--- config.mk ---
export PLATFORM = sky130hd
export DESIGN_NAME = srt_time_range_parser_unit
export DESIGN_NICKNAME = d
export VERILOG_FILES = /design/src/rtl/core/srttrp_pkg.sv /design/src/rtl/core/srt_time_range_parser_unit.sv /design/src/rtl/core/srttrp_time_step.sv /design/src/rtl/core/srttrp_parse_core.sv
export SDC_FILE = /design/constraint.sdc
export NUM_CORES = 1
export LEC_CHECK = 0
export BUFFER_PORTS_ARGS = -buffer_cell sky130_fd_sc_hd__buf_4
export CAP_MARGIN = 20
export CORE_ASPECT_RATIO = 1.25
export CORE_MARGIN = 8
export CORE_UTILIZATION = 58
export DETAILED_ROUTE_END_ITERATION = 6
export GPL_TIMING_DRIVEN = 0
export PLACE_DENSITY = 0.79
export SLEW_MARGIN = 20
export SYNTH_ARGS = -nofsm -noshare
export SYNTH_HDL_FRONTEND = slang
export SYNTH_SLANG_ARGS = --single-unit
export TNS_END_PERCENT = 100
--- constraint.sdc ---
create_clock -name clk -period 10.4 [get_ports clk]
set_input_delay 0.52 -clock clk [delete_from_list [all_inputs] [get_ports clk]]
set_output_delay 0.52 -clock clk [all_outputs]
set_load 0.005 [all_outputs]
--- src/rtl/core/srttrp_pkg.sv ---
// ----------------------------------------------------------------------------
// srttrp_pkg
// Types and constants shared by the subtitle time range parser.
// ----------------------------------------------------------------------------
package srttrp_pkg;

    localparam int unsigned TIME_W = 29;
    localparam int unsigned ACC_W  = 10;
    localparam int unsigned POS_W  = 4;

    localparam logic [POS_W-1:0] TIME_BYTES = 4'd12;

    // Byte positions inside one time: the separators and the last digit of each field.
    localparam logic [POS_W-1:0] POS_HOUR_SEP = 4'd2;
    localparam logic [POS_W-1:0] POS_MIN_SEP  = 4'd5;
    localparam logic [POS_W-1:0] POS_SEC_SEP  = 4'd8;
    localparam logic [POS_W-1:0] POS_HOUR_END = 4'd1;
    localparam logic [POS_W-1:0] POS_MIN_END  = 4'd4;
    localparam logic [POS_W-1:0] POS_SEC_END  = 4'd7;
    localparam logic [POS_W-1:0] POS_MS_END   = 4'd11;

    localparam logic [7:0] CHAR_NUL    = 8'h00;
    localparam logic [7:0] CHAR_TAB    = 8'h09;
    localparam logic [7:0] CHAR_CR     = 8'h0D;
    localparam logic [7:0] CHAR_SPACE  = 8'h20;
    localparam logic [7:0] CHAR_COMMA  = 8'h2C;
    localparam logic [7:0] CHAR_DASH   = 8'h2D;
    localparam logic [7:0] CHAR_PERIOD = 8'h2E;
    localparam logic [7:0] CHAR_ZERO   = 8'h30;
    localparam logic [7:0] CHAR_NINE   = 8'h39;
    localparam logic [7:0] CHAR_COLON  = 8'h3A;
    localparam logic [7:0] CHAR_GT     = 8'h3E;

    localparam logic [ACC_W-1:0] UNIT_LIMIT = 10'd60;

    typedef enum logic [1:0] {
        PHASE_SEARCH = 2'd0,
        PHASE_SKIP   = 2'd1,
        PHASE_END    = 2'd2,
        PHASE_DONE   = 2'd3
    } phase_t;

    typedef struct packed {
        logic [7:0] char_code;
        logic       line_end;
    } in_item_t;

    typedef struct packed {
        logic              range_valid;
        logic [TIME_W-1:0] start_time_ms;
        logic [TIME_W-1:0] end_time_ms;
    } out_item_t;

    // Running state of one time field while it is being read.
    typedef struct packed {
        logic [ACC_W-1:0]  acc;
        logic [TIME_W-1:0] value;
        logic              good;
    } time_state_t;

endpackage

--- src/rtl/core/srt_time_range_parser_unit.sv ---
// ----------------------------------------------------------------------------
// srt_time_range_parser_unit
// The last byte of a line is held in the input register; its result is then captured in the result register.
// Throughput: one byte per cycle; the parse state updates once per byte.
// Only a last byte waits on a full, stalled result register.
// Reset: rst_n empties the input and result registers and clears the line state.
// ----------------------------------------------------------------------------
module srt_time_range_parser_unit
(
    input  logic                  clk,
    input  logic                  rst_n,
    input  logic                  item_valid,
    output logic                  item_stall,
    input  srttrp_pkg::in_item_t  item,
    output logic                  result_valid,
    input  logic                  result_stall,
    output srttrp_pkg::out_item_t result
);
    import srttrp_pkg::*;

    logic      in_valid_reg, in_valid_next;
    in_item_t  in_item_reg;
    logic      out_valid_reg, out_valid_next;
    out_item_t out_item_reg;

    logic      out_free;
    logic      core_step;
    logic      item_accept;
    logic      core_fire;
    out_item_t core_result;

    assign out_free    = !out_valid_reg || !result_stall;
    // A byte that ends no line gives no result, so only the last byte waits.
    assign core_step   = in_valid_reg && (!in_item_reg.line_end || out_free);
    assign item_stall  = in_valid_reg && !core_step;
    assign item_accept = item_valid && !item_stall;

    srttrp_parse_core u_parse_core
    (
        .clk         (clk),
        .rst_n       (rst_n),
        .step        (core_step),
        .item        (in_item_reg),
        .result_fire (core_fire),
        .result      (core_result)
    );

    always_comb
    begin
        in_valid_next = in_valid_reg;
        if (item_accept)
        begin
            in_valid_next = 1'b1;
        end
        else if (core_step)
        begin
            in_valid_next = 1'b0;
        end

        out_valid_next = out_valid_reg;
        if (core_fire)
        begin
            out_valid_next = 1'b1;
        end
        else if (!result_stall)
        begin
            out_valid_next = 1'b0;
        end
    end

    always_ff @(posedge clk or negedge rst_n)
    begin
        if (!rst_n)
        begin
            in_valid_reg  <= 1'b0;
            out_valid_reg <= 1'b0;
        end
        else
        begin
            in_valid_reg  <= in_valid_next;
            out_valid_reg <= out_valid_next;
        end
    end

    always_ff @(posedge clk)
    begin
        if (item_accept)
        begin
            in_item_reg <= item;
        end
        if (core_fire)
        begin
            out_item_reg <= core_result;
        end
    end

    assign result_valid = out_valid_reg;
    assign result       = out_item_reg;

endmodule

--- src/rtl/core/srttrp_time_step.sv ---
// ----------------------------------------------------------------------------
// srttrp_time_step
// Folds one byte of an HH:MM:SS,mmm or HH:MM:SS.mmm time into the running field state.
// ----------------------------------------------------------------------------
module srttrp_time_step
(
    input  logic [srttrp_pkg::POS_W-1:0] pos,
    input  logic [7:0]                   char_code,
    input  srttrp_pkg::time_state_t      state_in,
    output srttrp_pkg::time_state_t      state_out
);
    import srttrp_pkg::*;

    logic             is_digit;
    logic [3:0]       digit;
    logic [13:0]      acc_scaled;
    logic [ACC_W-1:0] acc_new;
    logic [34:0]      mul60;
    logic [38:0]      mul1000;

    assign is_digit   = (char_code >= CHAR_ZERO) && (char_code <= CHAR_NINE);
    assign digit      = 4'(char_code - CHAR_ZERO);
    assign acc_scaled = {4'b0, state_in.acc} * 14'd10 + {10'b0, digit};
    assign acc_new    = acc_scaled[ACC_W-1:0];
    assign mul60      = {6'b0, state_in.value} * 35'd60 + {25'b0, acc_new};
    assign mul1000    = {10'b0, state_in.value} * 39'd1000 + {29'b0, acc_new};

    always_comb
    begin
        state_out = state_in;
        if ((pos == POS_HOUR_SEP) || (pos == POS_MIN_SEP))
        begin
            if (char_code != CHAR_COLON)
            begin
                state_out.good = 1'b0;
            end
            state_out.acc = '0;
        end
        else if (pos == POS_SEC_SEP)
        begin
            if ((char_code != CHAR_COMMA) && (char_code != CHAR_PERIOD))
            begin
                state_out.good = 1'b0;
            end
            state_out.acc = '0;
        end
        else if (!is_digit)
        begin
            state_out.good = 1'b0;
        end
        else
        begin
            state_out.acc = acc_new;
            if (state_in.good)
            begin
                if (pos == POS_HOUR_END)
                begin
                    state_out.value = {{(TIME_W-ACC_W){1'b0}}, acc_new};
                end
                else if ((pos == POS_MIN_END) || (pos == POS_SEC_END))
                begin
                    if (acc_new >= UNIT_LIMIT)
                    begin
                        state_out.good = 1'b0;
                    end
                    else
                    begin
                        state_out.value = mul60[TIME_W-1:0];
                    end
                end
                else if (pos == POS_MS_END)
                begin
                    state_out.value = mul1000[TIME_W-1:0];
                end
            end
        end
    end

endmodule

--- src/rtl/core/srttrp_parse_core.sv ---
// ----------------------------------------------------------------------------
// srttrp_parse_core
// Line state: start time, arrow search, whitespace skip and end time.
// ----------------------------------------------------------------------------
module srttrp_parse_core
(
    input  logic                  clk,
    input  logic                  rst_n,
    input  logic                  step,
    input  srttrp_pkg::in_item_t  item,
    output logic                  result_fire,
    output srttrp_pkg::out_item_t result
);
    import srttrp_pkg::*;

    logic [POS_W-1:0]  start_pos_reg,   start_pos_next;
    logic [TIME_W-1:0] start_value_reg, start_value_next;
    logic              start_good_reg,  start_good_next;
    logic [1:0]        arrow_reg,       arrow_next;
    phase_t            phase_reg,       phase_next;
    logic [POS_W-1:0]  end_pos_reg,     end_pos_next;
    logic [TIME_W-1:0] end_value_reg,   end_value_next;
    logic              end_good_reg,    end_good_next;
    logic [ACC_W-1:0]  acc_reg,         acc_next;

    logic             use_end;
    logic [POS_W-1:0] ts_pos;
    time_state_t      ts_in;
    time_state_t      ts_out;
    logic             is_space;
    logic [POS_W-1:0] end_pos_inc;
    logic             valid;

    assign use_end      = (phase_reg != PHASE_SEARCH);
    assign ts_pos       = use_end ? end_pos_reg : start_pos_reg;
    // Leaving the whitespace skip starts the end time with a cleared field.
    assign ts_in.acc    = (phase_reg == PHASE_SKIP) ? '0 : acc_reg;
    assign ts_in.value  = use_end ? end_value_reg : start_value_reg;
    assign ts_in.good   = use_end ? end_good_reg : start_good_reg;
    assign is_space     = (item.char_code == CHAR_SPACE) ||
                          ((item.char_code >= CHAR_TAB) && (item.char_code <= CHAR_CR));
    assign end_pos_inc  = end_pos_reg + 4'd1;

    srttrp_time_step u_time_step
    (
        .pos       (ts_pos),
        .char_code (item.char_code),
        .state_in  (ts_in),
        .state_out (ts_out)
    );

    always_comb
    begin
        start_pos_next   = start_pos_reg;
        start_value_next = start_value_reg;
        start_good_next  = start_good_reg;
        arrow_next       = arrow_reg;
        phase_next       = phase_reg;
        end_pos_next     = end_pos_reg;
        end_value_next   = end_value_reg;
        end_good_next    = end_good_reg;
        acc_next         = acc_reg;

        unique case (phase_reg)
            PHASE_SEARCH:
            begin
                if (start_pos_reg < TIME_BYTES)
                begin
                    start_value_next = ts_out.value;
                    start_good_next  = ts_out.good;
                    acc_next         = ts_out.acc;
                    start_pos_next   = start_pos_reg + 4'd1;
                end
                priority if (item.char_code == CHAR_NUL)
                begin
                    phase_next = PHASE_DONE;
                end
                else if (item.char_code == CHAR_DASH)
                begin
                    if (arrow_reg < 2'd2)
                    begin
                        arrow_next = arrow_reg + 2'd1;
                    end
                end
                else if ((item.char_code == CHAR_GT) && (arrow_reg == 2'd2))
                begin
                    arrow_next = '0;
                    phase_next = PHASE_SKIP;
                end
                else
                begin
                    arrow_next = '0;
                end
            end
            PHASE_SKIP, PHASE_END:
            begin
                if ((phase_reg == PHASE_END) || !is_space)
                begin
                    end_value_next = ts_out.value;
                    end_good_next  = ts_out.good;
                    acc_next       = ts_out.acc;
                    end_pos_next   = end_pos_inc;
                    phase_next     = (end_pos_inc >= TIME_BYTES) ? PHASE_DONE : PHASE_END;
                end
            end
            PHASE_DONE:
            begin
            end
        endcase
    end

    assign valid = start_good_next && (start_pos_next == TIME_BYTES) &&
                   end_good_next && (end_pos_next == TIME_BYTES) &&
                   (end_value_next > start_value_next);

    assign result_fire          = step && item.line_end;
    assign result.range_valid   = valid;
    assign result.start_time_ms = valid ? start_value_next : '0;
    assign result.end_time_ms   = valid ? end_value_next : '0;

    always_ff @(posedge clk or negedge rst_n)
    begin
        if (!rst_n)
        begin
            start_pos_reg   <= '0;
            start_value_reg <= '0;
            start_good_reg  <= 1'b1;
            arrow_reg       <= '0;
            phase_reg       <= PHASE_SEARCH;
            end_pos_reg     <= '0;
            end_value_reg   <= '0;
            end_good_reg    <= 1'b1;
            acc_reg         <= '0;
        end
        else if (result_fire)
        begin
            // The last byte of a line returns everything to the idle state.
            start_pos_reg   <= '0;
            start_value_reg <= '0;
            start_good_reg  <= 1'b1;
            arrow_reg       <= '0;
            phase_reg       <= PHASE_SEARCH;
            end_pos_reg     <= '0;
            end_value_reg   <= '0;
            end_good_reg    <= 1'b1;
            acc_reg         <= '0;
        end
        else if (step)
        begin
            start_pos_reg   <= start_pos_next;
            start_value_reg <= start_value_next;
            start_good_reg  <= start_good_next;
            arrow_reg       <= arrow_next;
            phase_reg       <= phase_next;
            end_pos_reg     <= end_pos_next;
            end_value_reg   <= end_value_next;
            end_good_reg    <= end_good_next;
            acc_reg         <= acc_next;
        end
    end

endmodule

==> flow_metrics.py, run 1 <==
metrics = {
    "placed_design": {
        "dpl.hpwl_um": 37600,
        "dp_slack_ns": -1.80,
        "dpl.cell_count": 2245,
        "placed_cell_area_um2": 17500,
        "io_buffers": 73,
        "gp_congestion": 0.976,
    },
    "logic_synthesis": {
        "netlist-cell-type-count": 88,
        "async_flop_share": 0.550,
        "synth.cell_area_um2": 16500,
        "synth_area_leaders": "edfxtp_1, dfrtp_1, fa_1, ha_1, xnor2_1",
        "synth.avg_cell_area_um2": 9.06,
        "postSynthCellCount": 1816,
        "synth_enable_flop_cells": 68,
        "ys_seq_elements": 151,
        "post-synth-top-area-fraction": 0.124,
        "ys.flop_type": "dfrtp_1",
        "synth_largest_area_cell": "edfxtp_1",
        "yosysMostFrequentCell": "inv_1",
        "syn_nets": 2065,
        "synthTopCellsByCount": "inv_1, nand2_1, ha_1, nor2_1, fa_1",
        "ys_warn_count": 0,
        "seq_area_frac_synth": 0.250,
    },
    "layout": {
        "drive_gt1_frac": 0.106,
        "diodes": 0,
        "nNetsFinal": 2163,
        "stdcell_count": 2282,
        "fill_cells": 2294,
        "final_cell_area_um2": 18300,
        "largest_register_ffs": 59,
        "area_delta_synth_final_pct": 11.1,
    },
    "global_routing": {
        "globalRoute.totalOverflow": 0,
        "grt-busiest-layer": "met2",
        "met1_usage": 0.336,
        "grt_util_met2": 0.472,
        "grt_usage": 0.276,
        "grt_pass1_wl_um": 75800,
        "grt_use_met3": 0.0410,
        "antenna_found_initial": 0,
        "grt_max_degree": 84,
        "grt_pass1_vias": 14500,
    },
    "sta": {
        "finalCritPeriodShare": 0.954,
        "slew_violations": 0,
        "fin_crit_ns": 9.92,
        "hold_violations": 0,
        "fin_ws_ns": 0.477,
        "relSlewSlack": 0.328,
        "setup_viol": 0,
        "fmax_mhz": 101,
        "rsz0062_at_grt": "false",
        "finClkSkew_ns": 0.0126,
        "max_slew.worst_pin.slew_ns": 0.980,
        "setup_tns_ns": 0,
    },
    "route": {
        "via_per_inst": 6.33,
        "drc": 0,
        "drt-wirelength-per-cell_um": 20.4,
        "wl_um": 46600,
        "vias": 14500,
        "drt-initial-drc-count": 1342,
        "postRouteAntennaNets": 0,
        "firstDrtPassIters": 5,
    },
    "cts": {
        "root_buffer": "clkbuf_16",
        "cts.sinks": 151,
        "insertion_delay_ns": 0.44,
        "ctsLongestPathBuffers": 2,
        "hold_buffers": 0,
        "path_clk_slew_ns": 0.07,
        "cts-buffers-inserted": 17,
        "tritoncts": "done",
        "h-tree-depth": 4,
    },
    "pwr": {
        "p_per_area_nw_per_um2": 145,
        "power_frac_seq": 0.264,
        "pwr-share-clk": 0.244,
        "internal_power_mw": 1.52,
        "p_comb_frac": 0.492,
        "p_leak_nw": 8.40,
        "ir_worst_vdd_mv": 0.141,
        "switching_share": 0.428,
        "total_power_mw": 2.66,
        "switchingPower_mw": 1.14,
    },
    "critical_path": {
        "cpPeakStageDelay_ns": 0.68,
        "ff2ff_path_depth": 35,
        "cp.arrival_ns": 10.09,
        "cp_slowest_cell": "fa_2",
        "critical_path.max_fanout": 18,
        "end_kind": "register",
        "crit_family": "adder cells",
        "critPathLaunchType": "register",
        "worstSetupPathType": "reg -> reg",
        "r2r-start": "u_parse_core.phase_reg[1]$_DFFE_PN0P_",
        "critPathMostFrequentCell": "ha_1",
        "r2r-end": "result[57]$_SDFFCE_PN0P_",
        "cp.required_ns": 10.57,
        "r2r_slack_ns": 0.48,
        "path_buf_inv": 9,
    },
    "outcome": {
        "status": "finished clean",
    },
    "die": {
        "core_area_um2": 28100,
        "die_x_um": 167,
        "num_rows": 69,
        "initial_utilization": 0.585,
        "die_h_um": 204,
        "design.die.area_um2": 34000,
        "ioPinCount": 74,
    },
    "worst_hold_path": {
        "worstHoldPathType": "in -> async",
    },
    "run": {
        "drv_cap": 0,
    },
}
layer usage:
| layer | wire, um | up-vias |
|---|---|---|
| met1 | 18900 | 6910 |
| met4 | 2210 | 0 |
| met3 | 3130 | 163 |
| met2 | 22400 | 620 |
| met5 | 0 | - |
| li1 | - | 6759 |
cell type report:
type | count | area, um2 | area share
Timing Repair Buffer | 80 | 617 | 0.0337
Buffer | 71 | 305 | 0.0167
Clock buffer | 21 | 470 | 0.0257
Inverter | 169 | 634 | 0.0347
Multi-Input combinational cell | 1424 | 11500 | 0.631
Sequential cell | 151 | 4120 | 0.225
Clock inverter | 11 | 145 | 0.00794
Tap cell | 355 | 444 | 0.0243
layout by cell type, fill, tap and decap left out, drive strengths merged, types with 28 or more instances in the layout:
cell type / instances
a21o: 33
a21oi: 96
a22o: 43
buf: 95
clkbuf: 77
dfrtp: 81
edfxtp: 68
fa: 100
ha: 136
inv: 169
mux2: 28
mux2i: 55
nand2: 138
nand3: 42
nor2: 117
nor2b: 40
nor3: 28
o21ai: 97
xnor2: 80
through the flow:
step / utilization / hold WS (ns)
2_1_floorplan: - / 0.224
3_3_place_gp: 0.620 / 0.480
3_5_place_dp: 0.621 / 0.481
4_1_cts: 0.645 / 0.253
5_1_grt: 0.649 / 0.177
6_report: 0.649 / 0.0978
worst max path at each step:
stage / startpoint / endpoint / depth (start not counted)
3_5_place_dp: u_parse_core.phase_reg[0]$_DFFE_PN0P_ / result[48]$_SDFFCE_PN0P_ / 34
4_1_cts: u_parse_core.phase_reg[1]$_DFFE_PN0P_ / result[57]$_SDFFCE_PN0P_ / 32
2_1_floorplan: u_parse_core.phase_reg[0]$_DFFE_PN0P_ / result[58]$_DFFE_PP_ / 36
5_1_grt: u_parse_core.phase_reg[1]$_DFFE_PN0P_ / result[57]$_SDFFCE_PN0P_ / 31
3_3_place_gp: u_parse_core.phase_reg[0]$_DFFE_PN0P_ / result[48]$_SDFFCE_PN0P_ / 34
6_report: u_parse_core.phase_reg[1]$_DFFE_PN0P_ / result[57]$_SDFFCE_PN0P_ / 35
power groups by stage:
stage	Combinational [mW]	Sequential [mW]	Clock, mW
2_1_floorplan	0.884	0.703	0
3_3_place_gp	1.22	0.711	0
3_5_place_dp	1.24	0.711	0
4_1_cts	1.26	0.700	0.644
5_1_grt	1.42	0.706	0.668
6_report	1.31	0.702	0.649
cells by family after synthesis:
kind of cell | Yosys count | synth area share
AOI/OAI and AO/OA | 477 | 0.200
muxes | 83 | 0.0529
adders and majority gates | 239 | 0.227
xor gates and xnor gates | 104 | 0.0554
DFF | 151 | 0.250
buffers and inverters | 241 | 0.0554
and+or+nand+nor | 521 | 0.159
repair_timing:
| action | 4_1_cts | 5_1_grt |
|---|---|---|
| buffers inserted | 0 | 6 |
| endpoints found under the setup margin | 59 | 59 |
| pin swaps | 0 | 4 |
| cloned | 0 | 0 |
| gates resized for setup | 20 | 25 |
Power figures use the tool's default switching activity.
==> run 2, diff against run 1 <==
Settings changed: CAP_MARGIN 20 to unset, PLACE_DENSITY 0.79 to 0.81, SYNTH_HIERARCHICAL set to 1.
==> flow_metrics.py, run 2 <==
metrics = {
    "route": {
        "drt-initial-drc-count": 1444,
        "vias": 15600,
        "wl_um": 52200,
        "drt-wirelength-per-cell_um": 21.5,
        "via_per_inst": 6.44,
        "postRouteAntennaNets": 0,
        "firstDrtPassIters": 7,
        "drc": 0,
    },
    "layout": {
        "layout_commonest_cell": "inv_1",
        "finish.utilization": 0.658,
        "diodes": 0,
        "area_delta_synth_final_pct": 11.7,
        "layout_common_cells": "inv_1, ha_1, a21oi_1",
        "nNetsFinal": 2282,
        "stdcell_count": 2426,
        "drive_gt1_frac": 0.134,
        "final_cell_area_um2": 19300,
        "largest_register_ffs": 59,
    },
    "critical_path": {
        "ff2ff_path_depth": 35,
        "critical_path.max_fanout": 10,
        "cp.required_ns": 10.54,
        "r2r-start": "u_parse_core/phase_reg[0]$_DFFE_PN0P_",
        "cp_slowest_cell": "fa_1",
        "r2r_slack_ns": 0.28,
        "end_kind": "register",
        "r2r-end": "result[50]$_DFFE_PP_",
        "critPathLaunchType": "register",
        "cpPeakStageDelay_ns": 0.62,
        "worstSetupPathType": "reg -> reg",
        "critPathMostFrequentCell": "fa_1",
        "cp.arrival_ns": 10.26,
        "critical_path.endpoint": "result[50]$_DFFE_PP_",
        "startpoint": "u_parse_core/phase_reg[0]$_DFFE_PN0P_",
    },
    "pwr": {
        "p_per_area_nw_per_um2": 116,
        "p_leak_nw": 8.41,
        "p_comb_frac": 0.402,
        "ir_worst_vdd_mv": 0.215,
        "internal_power_mw": 1.33,
        "switching_share": 0.404,
        "switchingPower_mw": 0.904,
        "pwr-share-clk": 0.290,
        "power_frac_seq": 0.307,
        "total_power_mw": 2.24,
    },
    "logic_synthesis": {
        "synth.cell_area_um2": 17200,
        "ys_warn_count": 6,
        "syn_nets": 2178,
        "postSynthCellCount": 1913,
        "synth.avg_cell_area_um2": 9.01,
    },
    "global_routing": {
        "grt_usage": 0.291,
        "grt_pass1_vias": 15600,
        "grt_pass1_wl_um": 82200,
        "grt_max_degree": 84,
        "antenna_found_initial": 0,
        "globalRoute.totalOverflow": 0,
    },
    "cts": {
        "ctsLongestPathBuffers": 2,
        "cts-buffers-inserted": 17,
        "h-tree-depth": 4,
        "cts.sinks": 151,
        "root_buffer": "clkbuf_16",
        "insertion_delay_ns": 0.43,
        "path_clk_slew_ns": 0.06,
        "hold_buffers": 0,
        "tritoncts": "done",
    },
    "die": {
        "die_h_um": 209,
        "num_rows": 70,
        "initial_utilization": 0.589,
        "ioPinCount": 74,
        "design.die.area_um2": 35500,
        "core_area_um2": 29300,
        "die_x_um": 170,
    },
    "sta": {
        "fmax_mhz": 98.9,
        "slew_violations": 0,
        "max_slew.worst_pin.slew_ns": 1.14,
        "fin_crit_ns": 10.12,
        "hold_violations": 0,
        "worst_hold_slack_ns": 0.128,
        "finClkSkew_ns": 0.00996,
        "finalCritPeriodShare": 0.973,
        "relSlewSlack": 0.230,
        "setup_viol": 0,
    },
    "outcome": {
        "status": "finished clean",
    },
    "run": {
        "drv_cap": 0,
    },
    "placed_design": {
        "io_buffers": 73,
        "dpl.hpwl_um": 41400,
        "gp_congestion": 0.954,
        "placed_cell_area_um2": 18400,
        "dpl.cell_count": 2390,
    },
    "worst_hold_path": {
        "worstHoldPathType": "in -> async",
    },
}
-- run 2: routing by layer --
layer | wire length (um) | share of wire | track usage
met1 | 19700 | 0.38 | 0.337
met2 | 25800 | 0.50 | 0.499
met3 | 3270 | 0.063 | 0.0411
met4 | 3320 | 0.064 | 0.177
met5 | 0 | 0 | 0
-- run 2: how the worst min path moves through the flow --
stage / startpoint / endpoint / slack (ns)
5_1_grt: rst_n / u_parse_core/acc_reg[2]$_DFFE_PN0P_ / 0.20
6_report: rst_n / u_parse_core/acc_reg[2]$_DFFE_PN0P_ / 0.13
3_3_place_gp: u_parse_core/start_good_reg$_DFFE_PN1N_ / u_parse_core/start_good_reg$_DFFE_PN1N_ / 0.49
4_1_cts: item[5] / in_item_reg[5]$_DFFE_PP_ / 0.26
3_5_place_dp: u_parse_core/end_good_reg$_DFFE_PN1N_ / u_parse_core/end_good_reg$_DFFE_PN1N_ / 0.50
2_1_floorplan: rst_n / in_valid_reg$_DFFE_PN0P_ / 0.22
-- run 2: power groups by stage --
stage	Sequential (mW)	Clock (mW)	Combinational [mW]
6_report	0.688	0.649	0.901
4_1_cts	0.686	0.654	0.855
3_5_place_dp	0.697	0	0.833
3_3_place_gp	0.696	0	0.810
5_1_grt	0.690	0.673	0.961
2_1_floorplan	0.689	0	0.595
-- run 2: area by class of cell --
cell class                 count  area, um2
buffer                        99        532
clock buffer                  19        453
clock inverter                13        169
fill                        2326      10000
inverter                     272       1020
multi-input combinational   1391      11800
sequential                   151       4120
tap                          396        495
timing repair buffer          85        658
-- run 2: repair_timing --
action / CTS / global route
setup buffers: 1 / 3
endpoints found under the setup margin: 59 / 59
resized for setup: 38 / 47
pin swaps: 1 / 3
-- run 2: critical path, delay by kind of cell, from the launching register on --
family	cells	cell delay, ns
AND/OR/NAND/NOR	6	1.42
AO/OA/AOI/OAI	11	2.95
buffers and inverters	10	1.77
flip-flops	1	0.39
multiplexers	1	0.36
adder cells (fa/ha/maj)	7	2.93
-- run 2: metrics by stage --
| stage | setup WS, ns | TNS [ns] |
|---|---|---|
| 2_1_floorplan | 1.34 | 0 |
| 3_3_place_gp | -1.27 | -46.01 |
| 3_5_place_dp | -1.33 | -49.63 |
| 4_1_cts | 0.0556 | 0 |
| 5_1_grt | -0.0439 | -0.215 |
| 6_report | 0.284 | 0 |
